===== src/rtl/sqlv_pkg.sv =====
// Shared types, constants and helper functions for the sprite quad vertex setup block.
// No dependencies; imported by sqlv_div_lane and sprite_quad_list_vertices.
package sqlv_pkg;

  // Default sine table size (log2 of entries over a full turn)
  localparam int SINE_BITS_DEFAULT = 10;

  // One full turn in 1/64 degree units
  localparam int FULL_TURN = 23040;

  // Quotient bits produced by each divider lane; larger results saturate anyway
  localparam int QUO_BITS = 17;

  // Divider lane widths: x/y lanes divide Q.19 sums by 16*viewport, u/v lanes divide texels*256
  localparam int XY_NUM_W = 34;
  localparam int XY_DEN_W = 19;
  localparam int UV_NUM_W = 25;
  localparam int UV_DEN_W = 15;

  // Vertex slot of the sixth vertex
  localparam logic [2:0] LAST_SLOT = 3'd5;

  // Register reset values
  localparam logic [14:0] VIEWPORT_WIDTH_RST  = 15'd1280;
  localparam logic [14:0] VIEWPORT_HEIGHT_RST = 15'd720;
  localparam logic [14:0] TEXTURE_WIDTH_RST   = 15'd256;
  localparam logic [14:0] TEXTURE_HEIGHT_RST  = 15'd256;

  // Configuration register indexes
  typedef enum logic [3:0] {
    REG_VIEWPORT_WIDTH  = 4'd0,
    REG_VIEWPORT_HEIGHT = 4'd1,
    REG_TEXTURE_WIDTH   = 4'd2,
    REG_TEXTURE_HEIGHT  = 4'd3
  } cfg_reg_t;

  // Per-vertex geometry carried through the front of the pipeline
  typedef struct packed {
    logic signed [16:0] ox;
    logic signed [16:0] oy;
    logic signed [17:0] cx5;
    logic signed [17:0] cy5;
    logic signed [24:0] un;
    logic signed [24:0] vn;
  } geo_t;

  // Sideband that rides along with every vertex
  typedef struct packed {
    logic [31:0] color;
    logic [2:0]  slot;
    logic        last;
  } side_t;

  // Corner for each vertex slot: triangles 0,1,2 and 2,1,3
  function automatic logic [1:0] corner_of(input logic [2:0] slot);
    logic [1:0] c;
    case (slot)
      3'd0:    c = 2'd0;
      3'd1:    c = 2'd1;
      3'd2:    c = 2'd2;
      3'd3:    c = 2'd2;
      3'd4:    c = 2'd1;
      3'd5:    c = 2'd3;
      default: c = 2'd0;
    endcase
    return c;
  endfunction

  // Rebuild a signed quotient from a divider lane; overflow stands in as +/- 2^QUO_BITS
  function automatic logic signed [QUO_BITS+1:0] signed_quo(input logic [QUO_BITS-1:0] q,
                                                            input logic neg,
                                                            input logic ovf);
    logic signed [QUO_BITS+1:0] m;
    m = ovf ? ((QUO_BITS+2)'(1) <<< QUO_BITS) : $signed({2'b00, q});
    return neg ? -m : m;
  endfunction

  // Clamp to 16-bit signed
  function automatic logic [15:0] sat16(input logic signed [31:0] v);
    logic [15:0] r;
    if (v > 32'sd32767) r = 16'h7fff;
    else if (v < -32'sd32768) r = 16'h8000;
    else r = v[15:0];
    return r;
  endfunction

endpackage


===== src/rtl/sqlv_div_lane.sv =====
// Pipelined restoring divider lane, one quotient bit per stage, rounding to nearest.
// Depends on sqlv_pkg (QUO_BITS). Setup and bit stages advance only while en is high.
module sqlv_div_lane #(
  parameter int NUM_W = sqlv_pkg::XY_NUM_W,
  parameter int DEN_W = sqlv_pkg::XY_DEN_W
) (
  input  logic                        clk,
  input  logic                        en,
  input  logic signed [NUM_W-1:0]     num,
  input  logic [DEN_W-1:0]            den,
  output logic [sqlv_pkg::QUO_BITS-1:0] quo,
  output logic                        neg,
  output logic                        ovf
);
  import sqlv_pkg::*;

  localparam int QB    = QUO_BITS;
  localparam int MAG_W = NUM_W + 1;
  localparam int HI_W  = MAG_W - QB;
  localparam int CMP_W = (HI_W > DEN_W) ? HI_W : DEN_W;

  logic signed [MAG_W-1:0] num_ext;
  logic [MAG_W-1:0]        mag;
  logic [HI_W-1:0]         mag_hi;
  logic                    ovf_in;

  logic [DEN_W-1:0] rem_q [0:QB];
  logic [QB-1:0]    low_q [0:QB];
  logic [QB-1:0]    quo_q [0:QB];
  logic             neg_q [0:QB];
  logic             ovf_q [0:QB];

  // Magnitude plus half the divisor gives round half away from zero
  always_comb begin
    num_ext = MAG_W'(num);
    mag     = (num_ext[MAG_W-1] ? MAG_W'(-num_ext) : MAG_W'(num_ext)) + MAG_W'(den >> 1);
    mag_hi  = mag[MAG_W-1:QB];
    ovf_in  = CMP_W'(mag_hi) >= CMP_W'(den);
  end

  // Setup stage
  always_ff @(posedge clk) begin
    if (en) begin
      rem_q[0] <= DEN_W'(mag_hi);
      low_q[0] <= mag[QB-1:0];
      quo_q[0] <= '0;
      neg_q[0] <= num[NUM_W-1];
      ovf_q[0] <= ovf_in;
    end
  end

  // One quotient bit per stage
  for (genvar k = 1; k <= QB; k++) begin : g_bit
    logic [DEN_W:0]   trial;
    logic             take;
    logic [DEN_W-1:0] rem_nx;

    always_comb begin
      trial  = {rem_q[k-1], low_q[k-1][QB-1]};
      take   = trial >= {1'b0, den};
      rem_nx = take ? DEN_W'(trial - {1'b0, den}) : DEN_W'(trial);
    end

    always_ff @(posedge clk) begin
      if (en) begin
        rem_q[k] <= rem_nx;
        low_q[k] <= low_q[k-1] << 1;
        quo_q[k] <= {quo_q[k-1][QB-2:0], take};
        neg_q[k] <= neg_q[k-1];
        ovf_q[k] <= ovf_q[k-1];
      end
    end
  end

  assign quo = quo_q[QB];
  assign neg = neg_q[QB];
  assign ovf = ovf_q[QB];

endmodule


===== config.mk =====
export PLATFORM = sky130hd
export DESIGN_NAME = sqlv_div_lane
export DESIGN_NICKNAME = d
export VERILOG_FILES = /design/src/rtl/sqlv_pkg.sv /design/src/rtl/sqlv_div_lane.sv
export SDC_FILE = /design/constraint.sdc
export NUM_CORES = 1
export LEC_CHECK = 0
export BUFFER_PORTS_ARGS = -buffer_cell sky130_fd_sc_hd__buf_2
export CORE_MARGIN = 8
export CORE_UTILIZATION = 63
export DETAILED_ROUTE_END_ITERATION = 16
export PLACE_DENSITY = 0.8
export SLEW_MARGIN = 30
export SYNTH_ARGS = -nofsm -noshare
export SYNTH_HDL_FRONTEND = slang
export SYNTH_SLANG_ARGS = --single-unit

===== constraint.sdc =====
create_clock -name clk -period 8.4 [get_ports clk]
set_input_delay 0.84 -clock clk [delete_from_list [all_inputs] [get_ports clk]]
set_output_delay 0.84 -clock clk [all_outputs]
set_load 0.05 [all_outputs]

==> out/metrics.cfg <==
[outcome]
status = finished clean

[setup_path]
path_class = input pin to flip-flop
cp_cell_sequence = buf_2 > or3_1 > or3_1 > o21ai_0 > xnor2_1 > ha_1 > a21oi_1 > o21ai_0 > a2111oi_0 > nor2_1 > o31ai_1 > a31oi_1 > xnor2_1 > ha_1 > a21o_1 > a21o_1 > a21oi_1 > o21ai_0 > a211oi_1 > o21bai_1 > a21oi_1 > o22ai_1
worst_path_max_delay_cell = or3_1
critical_path_buf_inv_count = 1
cp_top_family = compound AO/OA/AOI/OAI gates
crit_path_end_kind = flip-flop
crit_fanout = 9
cp.arrival_ps = 5920
worstSetupStartpointType = input pin
critPathMaxStageDelay_ps = 530
worst_ep_required_time_ps = 8760

[placement]
place.gp.congestion = 0.9028
pre_cts_ws_ps = 2282
dpl.cell_count = 4369
dp_hpwl_mm = 60.76
io_buffer_count = 73

[sta]
setup_violations = 0
slew_headroom_pct = 32.73
finalWorstSetupSlack_ps = 2843
finalCritPeriodShare_pct = 66.16
grt_setup_unrepaired = no
fin_tns_setup_ps = 0
hold_viol = 0
period_minus_slack_ps = 5557
slew_violations = 0
worst_slew_pin_slew_ps = 1008
hold-worst-slack_ps = 412.6
skew_ps = 30.43
clock.fmax_mhz = 180.0

[route]
firstDrtPassIters = 6
vias = 27790
drt_iter0_markers = 2398
drt_wl_total_mm = 88.05
postRouteAntennaNets = 0
drc_errors = 0
wire_per_inst_um = 19.57
avgViaCountPerCell = 6.175

[synthesis]
syn_inst = 3476
synth-seq-cells = 664
synth-xor-area-share_pct = 6.337
ys_types = 78
synth.avg_cell_area_um2 = 11.53
syn_area_mm2 = 0.04008
synth-adder-area-share_pct = 12.15
synthMuxAreaShare_pct = 4.967
yosysTopAreaCellShare_pct = 49.75
synth_compound_area_share_pct = 14.41
yosys.area_share.simple_pct = 10.35
synth_top_family_by_area = compound AO/OA/AOI/OAI gates
ys_warn_count = 0
yosys.area.top_type = edfxtp_1
synth_edf_count = 664
synth_flop_cell = edfxtp_1
synthTopCellsByArea = edfxtp_1 (50%), ha_1 (11%), mux2_2 (4.5%), xnor2_1 (4.1%), a21oi_1 (3.5%)
async_reset_ff_share_pct = 0
seq_area_frac_synth_pct = 49.75

[global_route]
grt_pass1_wl_mm = 140.7
grt_start_max_net_pins = 198
gr-total-overflow = 0
grt_usage_pct = 24.38
antenna_found_initial = 2
grt_pass1_vias = 26990

[hold_path]
hold_path_class = flip-flop to flip-flop

[clock_network]
htreeDepth = 3
cts_root_buf = clkbuf_16
cts_buffers = 71
tritoncts = built
cts_setup_buffers = 0
clock_insertion_delay_worst_skew_ps = 630
path_clk_slew_ps = 60
ctsResizeCount = 0
cts.sinks = 664
hold_buffers = 0
clock_path_buffers = 3

[die]
ioPinCount = 74
core_area_mm2 = 0.06297
floorplan.initialDensity_pct = 63.65
fp.dieArea_mm2 = 0.07194
row_count = 92
die_h_um = 268.2
die_w_um = 268.2

[cells_and_area]
nets = 4032
final_core_util_pct = 70.00
area_growth_pct = 9.968
final_cells = 4500
fillCellCount = 4609
drive_gt1_share_pct = 11.38
antennaDiodeCount = 0

[power_and_ir_drop]
ir_drop_uv = 169.0
power_density_mw_per_mm2 = 379.8
leakage_nw = 17.22

[flow_run]
max-cap-violations = 0

flip-flops by register name, indices dropped and copies added, names as in the netlist:
signal and flops:
rem_q 322, low_q 153, quo_q 153, neg_q 18, ovf_q 18
logic make-up after synthesis:
group,after synthesis
simple gates,845
fa+ha+maj,379
xor+xnor,290
other cells,1
buf+inv,205
mux,179
compound gates,913
flops,664
path summary, 6_finish.rpt:
kind,start,endpoint,slack [ps],cells past startpoint
setup reg to reg,low_q[3][16],rem_q[4][13],4170,12
setup / recovery,num[1],ovf_q[0],2840,22
hold reg to reg,low_q[4][7],low_q[5][8],410,0
hold / removal,low_q[4][7],low_q[5][8],410,0
layout make-up:
cell class              instances  area [µm²]  share of cell area [%]
clock buffers                  85        1829                   4.150
clock inverters                44       600.6                   1.363
inverters                     141       529.3                   1.201
multi-input cells            2608       19370                   43.95
flip-flops and latches        664       19940                   45.24
well taps                     846        1059                   2.402
repair buffers                112       745.7                   1.692
routing by layer:
layer	GRT usage [%]	routed length, µm	vias up
li1	-	-	13490
met1	32.31	37850	13290
met2	41.09	42080	827
met3	3.659	5426	176
met4	8.073	2703	0
met5	0	0	-
synth_stat cells, types with 6 or more instances:
library cell / count
mux2i_1: 20
o21a_1: 39
a31oi_1: 32
edfxtp_1: 664
and3_1: 23
nor2b_1: 45
a2111oi_0: 6
buf_1: 9
o211ai_1: 21
nand3_1: 78
and2_1: 20
nand2_1: 185
or2_2: 21
o41ai_1: 12
o2111ai_1: 11
nor4_1: 22
a31o_2: 6
xnor2_1: 187
fa_1: 17
or4_1: 6
a211oi_1: 35
nand4_1: 40
o21ai_0: 204
nor2_1: 219
a21boi_0: 18
ha_1: 362
inv_1: 141
nand2b_1: 49
mux2_2: 159
xor2_1: 103
a21o_1: 104
a211o_1: 13
o311ai_0: 7
a21oi_1: 284
o21bai_1: 30
a221o_1: 7
clkbuf_1: 45
or3_1: 26
o31ai_1: 40
nor3_1: 83
nand3b_1: 9
layout by cell type (no fill, tap or decap), types with 20 or more instances in the layout:
cell type / netlist / final
mux2i_1: 20 / 20
o21a_1: 39 / 39
or3_1: 26 / 26
nand2b_1: 49 / 49
o211ai_1: 21 / 21
clkbuf_16: 0 / 71
edfxtp_1: 664 / 664
inv_1: 141 / 137
a21o_1: 104 / 104
and2_1: 20 / 20
nand4_1: 40 / 40
o31ai_1: 40 / 40
o21ai_0: 204 / 202
buf_2: 2 / 72
nand2_1: 185 / 185
nor2b_1: 45 / 45
a211oi_1: 35 / 33
or2_2: 21 / 21
mux2_2: 159 / 159
nor4_1: 22 / 22
o21bai_1: 30 / 30
a31oi_1: 32 / 32
xnor2_1: 187 / 187
nand3_1: 78 / 77
nor3_1: 83 / 82
and3_1: 23 / 23
nor2_1: 219 / 219
a21oi_1: 284 / 283
xor2_1: 103 / 103
buf_4: 1 / 34
ha_1: 362 / 362
where the power goes:
part	switching, W	internal [W]	leakage (nW)
logic	0.00430	0.00354	9.57
clock network	0.00132	0.00192	1.17
registers	0.000521	0.00514	6.48
total	0.00614	0.0106	17.2
stage by stage:
step	cell area, µm²	total power, W
2_1_floorplan	40080	0.01160
3_3_place_gp	41580	0.01315
3_5_place_dp	41590	0.01337
4_1_cts	44020	0.01673
5_1_grt	44070	0.01788
6_report	44070	0.01674
No activity file was read; power rests on OpenSTA's default activity.
